### src/design/isfg_pkg.sv
// Shared constants, widths and codes of the ideal sinc FIR tap generator.
package isfg_pkg;

    localparam int MAX_TAPS_DEF  = 256;
    localparam int COEF_BITS_DEF = 16;

    localparam int CORDIC_STEPS = 24;
    localparam int XW = 33;   // CORDIC x and y width
    localparam int ZW = 32;   // CORDIC angle width, 2^32 per turn
    localparam int JW = 11;   // signed doubled distance from the centre
    localparam int AW = 10;   // magnitude of that distance
    localparam int PW = 18;   // phase as a fraction of a turn
    localparam int DW = 18;   // signed centre fraction

    localparam logic signed [XW-1:0] CORDIC_GAIN = 33'sd652032874;
    localparam logic signed [XW-1:0] ONE_Q30     = 33'sd1073741824;
    localparam logic [31:0]          INV_PI_Q32  = 32'd1367130551;

    localparam logic [ZW-1:0] ATAN_TAB [0:CORDIC_STEPS-1] = '{
        32'd536870912, 32'd316933406, 32'd167458907, 32'd85004756,
        32'd42667331,  32'd21354465,  32'd10679838,  32'd5340245,
        32'd2670163,   32'd1335087,   32'd667544,    32'd333772,
        32'd166886,    32'd83443,     32'd41722,     32'd20861,
        32'd10430,     32'd5215,      32'd2608,      32'd1304,
        32'd652,       32'd326,       32'd163,       32'd81
    };

    typedef enum logic [1:0] {
        MODE_LOWPASS  = 2'd0,
        MODE_HIGHPASS = 2'd1,
        MODE_BANDPASS = 2'd2
    } mode_t;

    typedef enum logic [1:0] {
        REG_MODE  = 2'd0,
        REG_COUNT = 2'd1,
        REG_LOWER = 2'd2,
        REG_UPPER = 2'd3
    } reg_index_t;

endpackage

### src/design/isfg_cordic_cell.sv
// One rotation step of the pipelined CORDIC sine.
module isfg_cordic_cell #(
    parameter int STEP = 0
) (
    input  logic                           clk,
    input  logic                           en,
    input  logic signed [isfg_pkg::XW-1:0] x_in,
    input  logic signed [isfg_pkg::XW-1:0] y_in,
    input  logic signed [isfg_pkg::ZW-1:0] z_in,
    output logic signed [isfg_pkg::XW-1:0] x_out,
    output logic signed [isfg_pkg::XW-1:0] y_out,
    output logic signed [isfg_pkg::ZW-1:0] z_out
);

    logic signed [isfg_pkg::XW-1:0] x_reg, y_reg, x_next, y_next, dx, dy;
    logic signed [isfg_pkg::ZW-1:0] z_reg, z_next, ang;

    always_comb
    begin
        dx  = y_in >>> STEP;
        dy  = x_in >>> STEP;
        ang = signed'(isfg_pkg::ATAN_TAB[STEP]);
        if (!z_in[isfg_pkg::ZW-1])
        begin
            x_next = x_in - dx;
            y_next = y_in + dy;
            z_next = z_in - ang;
        end
        else
        begin
            x_next = x_in + dx;
            y_next = y_in - dy;
            z_next = z_in + ang;
        end
    end

    always_ff @(posedge clk)
    begin
        if (en)
        begin
            x_reg <= x_next;
            y_reg <= y_next;
            z_reg <= z_next;
        end
    end

    assign x_out = x_reg;
    assign y_out = y_reg;
    assign z_out = z_reg;

endmodule

### config.mk
export PLATFORM = sky130hd
export DESIGN_NAME = isfg_cordic_cell
export DESIGN_NICKNAME = d
export VERILOG_FILES = /design/src/design/isfg_pkg.sv /design/src/design/isfg_cordic_cell.sv
export SDC_FILE = /design/constraint.sdc
export NUM_CORES = 1
export LEC_CHECK = 0
export ABC_AREA = 1
export BUFFER_PORTS_ARGS = -buffer_cell sky130_fd_sc_hd__buf_4
export CAP_MARGIN = 20
export CORE_MARGIN = 4
export CORE_UTILIZATION = 39
export CTS_CLUSTER_DIAMETER = 200
export DETAILED_ROUTE_END_ITERATION = 10
export PLACE_DENSITY = 0.59
export SLEW_MARGIN = 20
export SYNTH_ARGS = -nofsm -noshare
export SYNTH_HDL_FRONTEND = slang
export SYNTH_SLANG_ARGS = --single-unit
### constraint.sdc
create_clock -name clk -period 2.2 [get_ports clk]
set_input_delay 0.22 -clock clk [delete_from_list [all_inputs] [get_ports clk]]
set_output_delay 0.22 -clock clk [all_outputs]
set_load 0.01 [all_outputs]
; ---- Word level (Yosys, flattened, before mapping)
; Index checks and enable logic that the tools add are counted.
[totals]
output_inout_bits = 98
inputBits = 100
reg_bits = 98
word_cells = 11
[classes]
n_mux = 3
n_addsub = 5
[op_table]
columns = operator, n
row1 = 2-to-1 mux 33 bit, 2
row2 = subtractor 33 bit, 2
row3 = adder 33 bit, 1
row4 = "adder 32 x 31 -> 32 bit, second input constant", 1
row5 = 2-to-1 mux 32 bit, 1
row6 = "subtractor 32 x 31 -> 32 bit, second input constant", 1

; ---- Longest topological paths before layout
[depth]
ltp_word = 2
mapped_depth = 16

; ---- Worst setup path before layout
; No wires, ideal clock.
[synth_path]
path_type = input to register
startpoint = input port x_in[0] (netlist bit)
endpoint = register x_reg, in the netlist x_out[32] (data pin)
setup_ns = 0.253
setup_slack_ns = 0.252
path_stages = 13
n_path_buf = 0
arrival_ns = 1.696
cell_sequence = inv_1 > ha_1 > fa_1 > o21ai_1 > nand2_1 > nand2_1 > nand2_1 > nand2_1 > nand2_1 > nand2_1 > nand2_1 > nand3_1 > nand2_1
[synth_between]
elab_chain_len = 2
[synth_rtl]
columns = item, line
row1 = start: declaration, isfg_cordic_cell.sv:7  ; input logic signed [isfg_pkg::XW-1:0] x_in,
row2 = subtractor 33 bit / adder 33 bit (equally long branches), "isfg_cordic_cell.sv:25, isfg_cordic_cell.sv:31"
row3 = 2-to-1 mux 33 bit (*), isfg_cordic_cell.sv:23  ; if (!z_in[isfg_pkg::ZW-1])
row4 = "net x_next, one bit", isfg_cordic_cell.sv:15  ; logic signed [isfg_pkg::XW-1:0] x_reg, y_reg, x_next, y_next, dx, dy;
row5 = end signal: assignment, isfg_cordic_cell.sv:41  ; x_reg <= x_next;
row6 = end: declaration, isfg_cordic_cell.sv:15
; The timed path passes the listed nets; every way through them passes the cells marked *.
; A chain may end at the register's enable or synchronous reset.

; ---- Worst setup path in the final report
[layout_path]
startpoint = input port x_in[12] (netlist bit)
endpoint = register y_reg, in the netlist y_out[14] (data pin)
[layout_between]
elab_chain_len = 2
[layout_rtl]
columns = item, line
row1 = adder 33 bit / subtractor 33 bit (equally long branches), "isfg_cordic_cell.sv:26, isfg_cordic_cell.sv:32"
row2 = 2-to-1 mux 33 bit (*), isfg_cordic_cell.sv:23
row3 = "net y_next, one bit", isfg_cordic_cell.sv:15
row4 = end signal: assignment, isfg_cordic_cell.sv:42  ; y_reg <= y_next;
row5 = end: declaration, isfg_cordic_cell.sv:15
; Marked as above.

==> impl_metrics.toml <==
[run_status]
status = "finished clean"

[sta]
max_freq_ghz = 0.4841
period_share = 0.9389
rsz0062_at_grt = "no"
holdWs_ns = 0.02848
worst_pin_slew_ns = 0.7566
max_slew_margin = 0.4956
finalHoldViolCount = 0
setup_tns_ns = 0
finalCriticalPeriod_ns = 2.066
slew_viol_final = 0
setup_viol = 0

[worst_setup_path]
critPathSlowestCell = "ha_1"
start_kind = "primary input"
cp.required_ns = 2.24
path_max_fanout = 5
crit_chain = "buf_4 > inv_1 > ha_1 > buf_4 > nand2_1 > inv_1 > nand2_1 > nand3_1 > a21oi_1 > nand2_1 > o21ai_0 > o22ai_1"
critical_path.max_stage_delay_ns = 0.35
arrival_ns = 2.11
crit_top_cell = "nand2_1"
worstSetupPathType = "in2reg"
end_kind = "register"

[pwr]
switching_share = 0.3823
p_clk_frac = 0.224
p_switching_w = 0.002778
powerDensity_nw_per_um2 = 515.9
seqPwrFrac = 0.330
peakVddDrop_mv = 0.3625
p_leak_nw = 7.851
pwr-share-comb = 0.447
p_int_w = 0.004489

[place]
finalWeightedCongestion = 0.9465
io_buffers = 197
dp_hpwl_um = 31520

[global_routing]
grt_pass1_vias = 10970
grt_usage = 0.2475
antenna_found_initial = 0
grt.overflow.total = 0
grt_max_degree = 62
grt_pass1_wl_um = 57500

[route]
num_vias = 11498
drtIter0Drc = 826
wl_per_cell_um = 15.62
routed_via_density = 4.827
firstDrtPassIters = 6
route.final.wire_length_um = 37210
ant_nets = 0
drc = 0

[floorplan]
ioPinCount = 198
die_w_um = 172.4
rows = 59
die_area_um2 = 29730
core_um2 = 26350
die_h_um = 172.4
start_util = 0.4000

[clock_network]
cts_resized = 0
clock_path_buffers = 2
cts_max_level = 3
cts_tree = "yes"
clk_pin_slew_ns = 0.08
clock_sinks = 97
numCtsBuffers = 9
root_buffer = "clkbuf_16"
post-cts-setup-buffer-count = 0
ctsHoldBuffers = 0

[synthesis]
avgSynthCellArea_um2 = 6.317
synth_fp_nets = 1877
synth_top_area_share = 0.2763
synth_area_leaders = "edfxtp_1 (28%), nand2_1 (21%), ha_1 (12%), inv_1 (11%), nand3_1 (6.7%)"
syn_inst = 1669
synth_area_um2 = 10540
yosys.area.top_type = "edfxtp_1"
synth_seq_cells = 97
synth.distinct_cells = 32
yosysSeqAreaShare = 0.2763
synth_warnings = 0

[hold_path]
hp-class = "in2reg"
whs_endpoint = "z_out[18]"
hold_path_depth = 1
hold_start = "z_in[18]"

[cells_and_area]
layout_common_cells = "nand2_1 (579), buf_4 (401), inv_1 (318), nor2_1 (152), nand3_1 (142)"
drive_above_1_share = 0.2106
synthToLayoutAreaGrowth_pct = 33.61
layout_commonest_cell = "nand2_1"
final_nets = 2250
antenna_cells = 0

[job]
cap_violations = 0
-- cell usage after synthesis --
master and instances:
buf_6 2, o31ai_1 2, o22ai_1 8, nand2_2 2, nand3_2 1, buf_4 12, o211ai_1 4, or2_1 1
a21oi_2 1, a21oi_1 71, xor2_1 24, edfxtp_1 97, fa_1 4, nand4_1 13, mux2i_1 1, inv_2 1
and2_1 7, clkbuf_1 6, buf_2 21, inv_1 319, nand3_1 142, a31oi_1 2, buf_1 2, o21ai_0 61
nor2_1 152, ha_1 104, o21ai_1 4, nor3_1 6, nor2_2 3, or2_2 2, nand2_1 579, o21bai_1 15
-- cells by family (layout without fill, tap and decap cells) --
kind of cell / count (synthesis) / in the layout / synth area share
buf+inv: 363 / 741 / 0.1374
mux: 1 / 1 / 0.0009495
simple gates: 908 / 908 / 0.3481
flops: 97 / 97 / 0.2763
compound gates: 168 / 168 / 0.08628
fa+ha+maj: 108 / 108 / 0.1310
xor+xnor: 24 / 24 / 0.01994
-- layout make-up --
class	count	area, µm²
Clock buffer	10	229.0
Clock inverter	6	52.55
Fill cell	2800	12270
Inverter	320	1201
Multi-Input combinational cell	1209	6181
Sequential cell	97	2913
Tap cell	335	419.2
Timing Repair Buffer	405	3090
-- worst max-delay path by stage --
stage / startpoint / end / slack (ns) / cells after the start
finish: x_in[12] / y_out[14] / 0.13 / 12
floorplan: x_in[0] / x_out[32] / 0.25 / 13
global route: y_in[4] / y_out[19] / 0.03 / 13
global placement: x_in[4] / y_out[9] / -0.15 / 12
CTS: x_in[4] / x_out[21] / 0.22 / 14
detailed placement: x_in[4] / x_out[21] / -0.17 / 14
-- state kept, by name (all words and copies together) (netlist names) --
signal  count
x_out      33
y_out      32
z_out      32
-- routing by layer --
layer	track usage	vias up	wire length (µm)
li1	-	5932	-
met1	0.3656	5133	18000
met2	0.3798	395	15700
met3	0.03246	38	2684
met4	0.06733	0	821
met5	0	-	0
-- critical path: cells and delay by family --
family | cells | cell delay [ns]
buf+inv | 4 | 0.40
fa+ha+maj | 1 | 0.35
compound gates | 3 | 0.61
simple gates | 4 | 0.53
-- power groups by stage --
stage | Clock, W | Sequential [W] | Combinational, W
final | 0.00163 | 0.00240 | 0.00325
after global routing | 0.00173 | 0.00242 | 0.00359
after CTS | 0.00166 | 0.00240 | 0.00322
after detailed placement | 0 | 0.00244 | 0.00321
after global placement | 0 | 0.00244 | 0.00318
after floorplan | 0 | 0.00255 | 0.00152
-- through the flow --
stage | setup slack (ns) | util | area, µm² | total power (W) | instances
after floorplan | 0.2518 | - | 10540 | 0.004066 | 1669
after global routing | 0.02686 | 0.5345 | 14090 | 0.007731 | 2382
after CTS | 0.2238 | 0.5345 | 14090 | 0.007280 | 2382
final | 0.1344 | 0.5345 | 14090 | 0.007267 | 2382
after global placement | -0.1549 | 0.5238 | 13800 | 0.005614 | 2366
after detailed placement | -0.1711 | 0.5238 | 13800 | 0.005646 | 2366
Power figures use the tool's default switching activity.
