==> src/design/isfg_pkg.sv <==
// Shared constants, widths and codes of the ideal sinc FIR tap generator.
package isfg_pkg;

    localparam int MAX_TAPS_DEF  = 256;
    localparam int COEF_BITS_DEF = 16;

    localparam int CORDIC_STEPS = 24;
    localparam int XW = 33;   // CORDIC x and y width
    localparam int ZW = 32;   // CORDIC angle width, 2^32 per turn
    localparam int JW = 11;   // signed doubled distance from the centre
    localparam int AW = 10;   // magnitude of that distance
    localparam int PW = 18;   // phase as a fraction of a turn
    localparam int DW = 18;   // signed centre fraction

    localparam logic signed [XW-1:0] CORDIC_GAIN = 33'sd652032874;
    localparam logic signed [XW-1:0] ONE_Q30     = 33'sd1073741824;
    localparam logic [31:0]          INV_PI_Q32  = 32'd1367130551;

    localparam logic [ZW-1:0] ATAN_TAB [0:CORDIC_STEPS-1] = '{
        32'd536870912, 32'd316933406, 32'd167458907, 32'd85004756,
        32'd42667331,  32'd21354465,  32'd10679838,  32'd5340245,
        32'd2670163,   32'd1335087,   32'd667544,    32'd333772,
        32'd166886,    32'd83443,     32'd41722,     32'd20861,
        32'd10430,     32'd5215,      32'd2608,      32'd1304,
        32'd652,       32'd326,       32'd163,       32'd81
    };

    typedef enum logic [1:0] {
        MODE_LOWPASS  = 2'd0,
        MODE_HIGHPASS = 2'd1,
        MODE_BANDPASS = 2'd2
    } mode_t;

    typedef enum logic [1:0] {
        REG_MODE  = 2'd0,
        REG_COUNT = 2'd1,
        REG_LOWER = 2'd2,
        REG_UPPER = 2'd3
    } reg_index_t;

endpackage

==> src/design/isfg_div_cell.sv <==
// One quotient bit of the pipelined restoring divider.
module isfg_div_cell #(
    parameter int NUM_W = 18
) (
    input  logic                    clk,
    input  logic                    en,
    input  logic [isfg_pkg::AW-1:0] rem_in,
    input  logic [NUM_W-1:0]        num_in,
    input  logic [NUM_W-1:0]        quo_in,
    input  logic [isfg_pkg::AW-1:0] div_in,
    output logic [isfg_pkg::AW-1:0] rem_out,
    output logic [NUM_W-1:0]        num_out,
    output logic [NUM_W-1:0]        quo_out,
    output logic [isfg_pkg::AW-1:0] div_out
);

    logic [isfg_pkg::AW:0]   trial;
    logic [isfg_pkg::AW:0]   diff;
    logic                    take;
    logic [isfg_pkg::AW-1:0] rem_reg, rem_next, div_reg;
    logic [NUM_W-1:0]        num_reg, quo_reg;

    always_comb
    begin
        trial    = {rem_in, num_in[NUM_W-1]};
        diff     = trial - {1'b0, div_in};
        take     = (trial >= {1'b0, div_in});
        rem_next = take ? diff[isfg_pkg::AW-1:0] : trial[isfg_pkg::AW-1:0];
    end

    always_ff @(posedge clk)
    begin
        if (en)
        begin
            rem_reg <= rem_next;
            num_reg <= {num_in[NUM_W-2:0], 1'b0};
            quo_reg <= {quo_in[NUM_W-2:0], take};
            div_reg <= div_in;
        end
    end

    assign rem_out = rem_reg;
    assign num_out = num_reg;
    assign quo_out = quo_reg;
    assign div_out = div_reg;

endmodule

==> config.mk <==
export PLATFORM = sky130hd
export DESIGN_NAME = isfg_div_cell
export DESIGN_NICKNAME = d
export VERILOG_FILES = /design/src/design/isfg_pkg.sv /design/src/design/isfg_div_cell.sv
export SDC_FILE = /design/constraint.sdc
export NUM_CORES = 1
export LEC_CHECK = 0
export ABC_CLOCK_PERIOD_IN_PS = 5900
export BUFFER_PORTS_ARGS = -buffer_cell sky130_fd_sc_hd__buf_2
export CAP_MARGIN = 10
export CORE_AREA = 5 5 75 77
export DETAILED_ROUTE_END_ITERATION = 12
export DIE_AREA = 0 0 80 82
export PLACE_DENSITY = 0.82
export RECOVER_POWER = 100
export SETUP_SLACK_MARGIN = 0.4
export SLEW_MARGIN = 20
export SYNTH_ARGS = -nofsm -noshare
export SYNTH_HDL_FRONTEND = slang
export SYNTH_SLANG_ARGS = --single-unit
==> constraint.sdc <==
create_clock -name clk -period 5.9 [get_ports clk]
set_input_delay 1.18 -clock clk [delete_from_list [all_inputs] [get_ports clk]]
set_output_delay 1.18 -clock clk [all_outputs]
set_load 0.05 [all_outputs]
Yosys cells after proc, flatten, opt, wreduce, memory -nomap -nowiden. Index checks and enable logic that the tools add are counted.

Add/subtract/negate cells: 1. Multipliers: 0. Div/mod/pow operators: 0. Magnitude comparators: 1. Equal/unequal tests: 0. Shifts and indexed selects: 0. Multiplexer cells: 1. Bitwise logic cells: 0. Reduce and logical (&&, ||, !) cells: 0.

Operators by type and width (count): greater-or-equal comparator 11 x 10 -> 1 bit (1); 2-to-1 mux 10 bit (1); subtractor 10 bit (1).

Register bits: 55. Latch bits: 0. Memory bits (writable): 0. Memory bits (read-only): 0. Input bits: 58. Output and inout bits: 56. Logic and storage cells: 7. Memories: 0.

Logic depth before layout (Yosys ltp). Gate-level depths: netlist of run 1.

Depth in word-level cells: 2. Gate-level depth with buffers: 9.

Worst setup path after synthesis of run 1. Ideal clock, no wire load.

Path kind: input to register. Start: input num_in[17]. End: register rem_reg, in the netlist rem_out[8], data pin. Library setup time: 260 ps. Data arrival time: 2784 ps. Path slack: 2856 ps. Stages: 9. Cells stage by stage: inv_1 > ha_1 > inv_1 > fa_1 > a211oi_1 > o21bai_1 > a221oi_1 > xnor2_1 > mux2_4.

Cells in the longest elaborated chain, start to end: 2. Elaborated cells between the ends (all ways): 3. Those cells by class: 1 x add/sub; 1 x order compare; 1 x mux.

RTL lines: from (decl) (RTL line isfg_div_cell.sv:8) `input logic [NUM_W-1:0] num_in,`; subtractor 10 bit / greater-or-equal comparator 11 x 10 -> 1 bit (equally long branches) (RTL line isfg_div_cell.sv:26, isfg_div_cell.sv:27); 2-to-1 mux 10 bit * (RTL line isfg_div_cell.sv:28) `rem_next = take ? diff[isfg_pkg::AW-1:0] : trial[isfg_pkg::AW-1:0];`; net rem_next, one bit (RTL line isfg_div_cell.sv:20) `logic [isfg_pkg::AW-1:0] rem_reg, rem_next, div_reg;`; to (signal assigned) (RTL line isfg_div_cell.sv:35) `rem_reg <= rem_next;`; to (decl) (RTL line isfg_div_cell.sv:20).

The timed path passes the listed nets; every way through them passes the cells marked *. A chain may end at the register's enable or synchronous reset.

Worst setup path after layout of run 1.
Start: input div_in[7] (netlist name). End: register rem_reg, in the netlist rem_out[6], data pin.

Cells in the longest elaborated chain, start to end: 2.

RTL lines: from (decl) (RTL line isfg_div_cell.sv:10) `input logic [isfg_pkg::AW-1:0] div_in,`; greater-or-equal comparator 11 x 10 -> 1 bit (RTL line isfg_div_cell.sv:27) `take = (trial >= {1'b0, div_in});`; net take (RTL line isfg_div_cell.sv:19) `logic take;`; 2-to-1 mux 10 bit (RTL line isfg_div_cell.sv:28); net rem_next, one bit (RTL line isfg_div_cell.sv:20).

The timed path passes the listed nets, and every way through them passes these cells.

==> results of run 1 <==
metrics by stage:
step	std cells	total power, mW	utilization	hold WS, ns
finish	319	0.959	0.589	1.06
global route	319	1.01	0.589	1.03
CTS	319	0.989	0.612	1.05
detailed placement	312	0.755	0.591	1.36
global placement	312	0.751	0.591	1.36
floorplan	132	0.685	-	1.28
report_power, final:
part / leakage (nW) / total [mW] / internal, mW / switching [mW]
Combinational: 0.554 / 0.243 / 0.0563 / 0.187
Clock: 0.0502 / 0.233 / 0.124 / 0.109
Sequential: 0.538 / 0.483 / 0.474 / 0.00867
routing by layer:
metal / vias up / wire length [µm] / part of all wire / track usage
met5: - / 0 / 0 / 0
met4: 0 / 0 / 0 / 0.0253
met3: 0 / 503 / 0.11 / 0.0450
met1: 674 / 1920 / 0.41 / 0.159
met2: 82 / 2290 / 0.49 / 0.250
li1: 729 / - / - / -
cell type report:
type                    instances  area [µm²]  area share
clock inverters                 2        37.5      0.0129
repair buffers                111         477       0.164
flip-flops and latches         55        1650       0.567
multi-input cells              63         542       0.186
clock buffers                   5        68.8      0.0236
inverters                      13        50.0      0.0172
well taps                      70        87.6      0.0301
path summary, 6_finish.rpt:
path | start | end | slack [ns] | cells past startpoint
max | div_in[7] | rem_out[6] | 2.27 | 9
min | quo_in[1] | quo_out[2] | 1.06 | 1
flip-flops by register name, indices dropped and copies added (netlist names):
register / cells
num_out: 17
rem_out: 10
div_out: 10
quo_out: 18
cell families after synthesis:
family | synth area share
xor gates and xnor gates | 0.0268
buffers and inverters | 0.0257
adders and majority gates | 0.0635
AOI/OAI and AO/OA | 0.0679
muxes | 0.0553
and+or+nand+nor | 0.0367
other | 0.00164
DFF | 0.722
Yosys cell counts (2+ instances only):
master	instances
a21o_1	2
a21oi_1	5
edfxtp_1	55
ha_1	10
inv_1	12
mux2_4	7
nand2_1	5
nor2_1	3
nor4_1	2
o21ai_0	2
xnor2_1	5
xor2_1	2
==> flow_metrics.env, run 1 <==
export IMPL_finalSetupViolCount=0
export IMPL_pre_cts_ws_ns=2.57
export IMPL_mostFrequentLayoutCells="clkbuf_1 (63), edfxtp_1 (55), buf_2 (48), inv_1 (12), ha_1 (10)"
export IMPL_tns_ns=0
export IMPL_ant_nets=0
export IMPL_first_global_vias=1482
export IMPL_layout_min_cycle_time_ns=3.63
export IMPL_vdd_drop_max_v=0.000125
export IMPL_n_antenna_cell=0
export IMPL_design_area_um2=2910
export IMPL_routed_wl_um=4720
export IMPL_dominantRegCellSynth="edfxtp_1"
export IMPL_critPathTopFamily="compound AO/OA/AOI/OAI gates"
export IMPL_cts_reportedPaths_clkPinSlew_ns=0.09
export IMPL_crit_slowest_cell="a2111oi_0"
export IMPL_die_w_um=80
export IMPL_grt_setup_unrepaired="no"
export IMPL_cts_buffers=5
export IMPL_layout_setup_ws_ns=2.27
export IMPL_synth_distinct_cells=34
export IMPL_post_cts_buffers=0
export IMPL_dr_first_iter_drc_count=41
export IMPL_htreeDepth=2
export IMPL_period_share=0.615
export IMPL_slew_headroom=-0.838
export IMPL_final_common_cell="clkbuf_1"
export IMPL_wl_per_cell_um=14.8
export IMPL_end_kind="flop"
export IMPL_yosys_top_cells_area="edfxtp_1 (72%), ha_1 (5.5%), mux2_4 (4.6%), inv_1 (2.0%), xnor2_1 (1.9%)"
export IMPL_remaining_drc_errors=0
export IMPL_outcome="finished, violations left"
export IMPL_ys_ff_latch=55
export IMPL_core_area_um2=4940
export IMPL_fin_nets=318
export IMPL_fmax_ghz=0.276
export IMPL_hpwl_um=3660
export IMPL_worst_slew_pin_slew_ns=2.76
export IMPL_max_cap_viol_count=1
export IMPL_first_pass_iters=4
export IMPL_clock_path_buffers=2
export IMPL_hold_path_class="in2reg"
export IMPL_cts_resized=0
export IMPL_nFillCells=443
export IMPL_vias=1485
export IMPL_cts_root_buf="clkbuf_8"
export IMPL_p_per_area_nw_per_um2=329
export IMPL_synthCells=132
export IMPL_io_pins=114
export IMPL_cp_arrival_ns=3.67
export IMPL_grt_pass1_wl_um=6930
export IMPL_cp_cell_sequence="clkbuf_1, inv_1, ha_1, nand3_1, nor4_1, a2111oi_0, o21a_4, clkinvlp_2, mux2_1"
export IMPL_initial_core_util=0.462
export IMPL_yosysWarnings=0
export IMPL_yosys_area_top_type="edfxtp_1"
export IMPL_port_buffers=111
export IMPL_critPathBufInv=3
export IMPL_maxSlewViolCount=56
export IMPL_violations="capacitance limit, slew limit"
export IMPL_crit_type="in2reg"
export IMPL_clock_sinks=55
export IMPL_drive_above_1_share=0.237
export IMPL_synth_edf_count=55
export IMPL_syn_nets=201
export IMPL_avgSynthCellArea_um2=17.3
export IMPL_dieHeight_um=82
export IMPL_cts_tree="built"
export IMPL_cp_slowest_stage_delay_ns=0.66
export IMPL_grt_usage=0.137
export IMPL_finalHoldViolations=0
export IMPL_grt_max_degree=56
export IMPL_synthArstFlopShare=0
export IMPL_grt_ovfl_total=0
export IMPL_required_ns=5.94
export IMPL_die_area_um2=6560
export IMPL_placed_cell_area_um2=2920
export IMPL_routed_via_density=4.66
export IMPL_worst_path_max_fanout=8
export IMPL_cellLeakagePower_nw=1.14
export IMPL_yosysSeqAreaShare=0.722
export IMPL_area_growth_pct=27.5
export IMPL_critPathLaunchType="input pin"
export IMPL_yosysTopAreaCellShare=0.722
export IMPL_rows=26
export IMPL_synthesis_area_um2=2290
export IMPL_hold_buffers=0
export IMPL_antenna_found_initial=0
export IMPL_gp_congestion=0.777
Note: power is estimated with default switching activity, not from simulation.
==> run 2: changes to the inputs <==
Settings changed: ABC_AREA set to 1, ABC_CLOCK_PERIOD_IN_PS 5900 to 3600, CORE_AREA 5 5 75 77 to 5 5 79 81, DIE_AREA 0 0 80 82 to 0 0 84 86, PLACE_DENSITY 0.82 to 0.78.
Clock period 5.9 ns to 3.6 ns, I/O delays scaled along.
==> flow_metrics.env, run 2 <==
export IMPL_tns_ns=0
export IMPL_die_w_um=84
export IMPL_max_cap_viol_count=0
export IMPL_finalSetupViolCount=0
export IMPL_syn_nets=263
export IMPL_end_kind="flop"
export IMPL_cp_arrival_ns=2.65
export IMPL_hold_buffers=0
export IMPL_pre_cts_ws_ns=1.17
export IMPL_p_clk_frac=0.214
export IMPL_outcome="finished clean"
export IMPL_io_pins=114
export IMPL_grt_max_degree=56
export IMPL_initial_core_util=0.449
export IMPL_hpwl_um=4010
export IMPL_grtUsageMet1=0.191
export IMPL_ys_ff_latch=55
export IMPL_cts_resized=0
export IMPL_power_frac_seq=0.515
export IMPL_synthArstFlopShare=0
export IMPL_layout_min_cycle_time_ns=2.59
export IMPL_synthCells=194
export IMPL_core_area_um2=5410
export IMPL_synth_edf_count=55
export IMPL_slew_headroom=0.0967
export IMPL_avgSynthCellArea_um2=12.5
export IMPL_final_core_util=0.564
export IMPL_dieHeight_um=86
export IMPL_port_buffers=111
export IMPL_finalHoldViolations=0
export IMPL_ant_nets=0
export IMPL_first_pass_iters=4
export IMPL_dp_cells=375
export IMPL_maxSlewViolCount=0
export IMPL_first_global_vias=1650
export IMPL_switching_share=0.348
export IMPL_required_ns=3.66
export IMPL_area_growth_pct=25.6
export IMPL_largest_reg_flops=18
export IMPL_cellLeakagePower_nw=1.34
export IMPL_htreeDepth=2
export IMPL_grt_ovfl_total=0
export IMPL_nFillCells=506
export IMPL_vdd_drop_max_v=0.000182
export IMPL_finalPower_mw=1.53
export IMPL_remaining_drc_errors=0
export IMPL_combPwrFrac=0.271
export IMPL_yosysTopAreaCellShare=0.681
export IMPL_cpMostUsedCell="nand2_1"
export IMPL_cp_cell_sequence="clkbuf_1, inv_1, ha_1, nand2_1, nor2_2, nand3_1, and2_4, nand2_1, inv_2, nand2_1, nand2_1"
export IMPL_n_antenna_cell=0
export IMPL_routed_wl_um=5210
export IMPL_worst_slew_pin_slew_ns=1.35
export IMPL_routed_via_density=4.55
export IMPL_internal_power_uw=999
export IMPL_placed_cell_area_um2=3040
export IMPL_layout_setup_ws_ns=1.01
export IMPL_design_area_um2=3050
export IMPL_mostFrequentLayoutCells="clkbuf_1 (59), edfxtp_1 (55), nand2_1 (53), buf_2 (51), inv_1 (27)"
export IMPL_clock_sinks=55
export IMPL_cts_buffers=5
export IMPL_grt_usage=0.144
export IMPL_yosys_top_cells_area="edfxtp_1 (68%), nand2_1 (8.0%), ha_1 (5.2%), inv_1 (4.2%), nand2_2 (2.3%)"
export IMPL_gp_congestion=0.834
export IMPL_hold_path_class="in2reg"
export IMPL_switchingPower_uw=532
export IMPL_die_area_um2=7220
export IMPL_synth_most_common_cell="edfxtp_1"
export IMPL_drive_above_1_share=0.248
export IMPL_dr_first_iter_drc_count=66
export IMPL_critPathLaunchType="input pin"
export IMPL_busiest_layer="met2"
export IMPL_met3_usage=0.0471
export IMPL_critPathBufInv=3
export IMPL_grt_pass1_wl_um=8220
export IMPL_worst_path_max_fanout=13
export IMPL_cts_root_buf="clkbuf_8"
export IMPL_antenna_found_initial=0
export IMPL_use_met2=0.231
export IMPL_wl_per_cell_um=13.6
export IMPL_hold_slack_ns=0.584
export IMPL_clock_path_buffers=2
export IMPL_crit_slowest_cell="nand2_1"
export IMPL_synth_distinct_cells=26
export IMPL_cp_slowest_stage_delay_ns=0.49
export IMPL_yosys_area_top_type="edfxtp_1"
export IMPL_yosysWarnings=0
export IMPL_fin_nets=379
export IMPL_grt_setup_unrepaired="no"
export IMPL_critPathTopFamily="simple AND/OR/NAND/NOR gates"
export IMPL_rows=27
export IMPL_finalNonFillerCells=383
export IMPL_vias=1742
export IMPL_holdPathEnd="quo_out[16]"
export IMPL_hp_start="quo_in[15]"
export IMPL_fmax_ghz=0.387
export IMPL_cts_tree="built"
export IMPL_p_per_area_nw_per_um2=502
export IMPL_dominantRegCellSynth="edfxtp_1"
export IMPL_ys_top_cells_by_count="edfxtp_1 (55), nand2_1 (52), inv_1 (27), ha_1 (10), nand2_2 (9)"
export IMPL_min_path_cells=1
export IMPL_period_share=0.718
export IMPL_cts_reportedPaths_clkPinSlew_ns=0.10
export IMPL_crit_type="in2reg"
export IMPL_post_cts_buffers=0
export IMPL_synthesis_area_um2=2430
export IMPL_yosysSeqAreaShare=0.681
export IMPL_final_common_cell="clkbuf_1"
-- run 2: cell types whose count changed after synthesis, moves of 3 or more --
cell / change
nand2_1: +47
xnor2_1: -5
inv_1: +15
mux2_4: -7
nand3_1: +7
nand3_2: +3
nand2_2: +9
-- run 2: kinds of logic after synthesis --
group | count (synthesis) | share of synthesized area
AND/OR/NAND/NOR | 87 | 0.175
flip-flops | 55 | 0.681
buffers and inverters | 30 | 0.0547
adder cells (fa/ha/maj) | 11 | 0.0598
AO/OA/AOI/OAI | 7 | 0.0170
XOR/XNOR | 3 | 0.0108
other | 1 | 0.00155
-- run 2: cell type report --
type	instances	area (µm²)	share of cell area
Timing Repair Buffer	111	482	0.158
Sequential cell	55	1650	0.542
Clock inverter	3	20.0	0.00657
Tap cell	72	90.1	0.0296
Multi-Input combinational cell	109	631	0.207
Inverter	28	105	0.0345
Clock buffer	5	68.8	0.0226
-- run 2: how the worst max path moves through the flow --
stage / startpoint / end / slack, ns / depth (start not counted)
final: div_in[4] / rem_out[5] / 1.01 / 11
after floorplan: div_in[5] / rem_out[9] / 1.51 / 11
after detailed placement: div_in[6] / rem_out[5] / 1.17 / 11
after CTS: div_in[4] / rem_out[5] / 1.49 / 11
after global placement: div_in[4] / rem_out[5] / 1.15 / 12
after global routing: div_in[4] / rem_out[9] / 0.79 / 12
-- run 2: metal layers --
layer / wire length [µm] / vias up
met3: 527 / 5
met2: 2280 / 91
met5: 0 / -
met4: 42 / 0
met1: 2360 / 773
li1: - / 873
-- run 2: power groups by stage --
stage	clock (mW)	sequential [mW]	combinational, mW
after floorplan	0	1.01	0.115
after global placement	0	0.799	0.432
after detailed placement	0	0.801	0.437
after CTS	0.345	0.787	0.438
after global routing	0.373	0.796	0.445
final	0.328	0.788	0.415
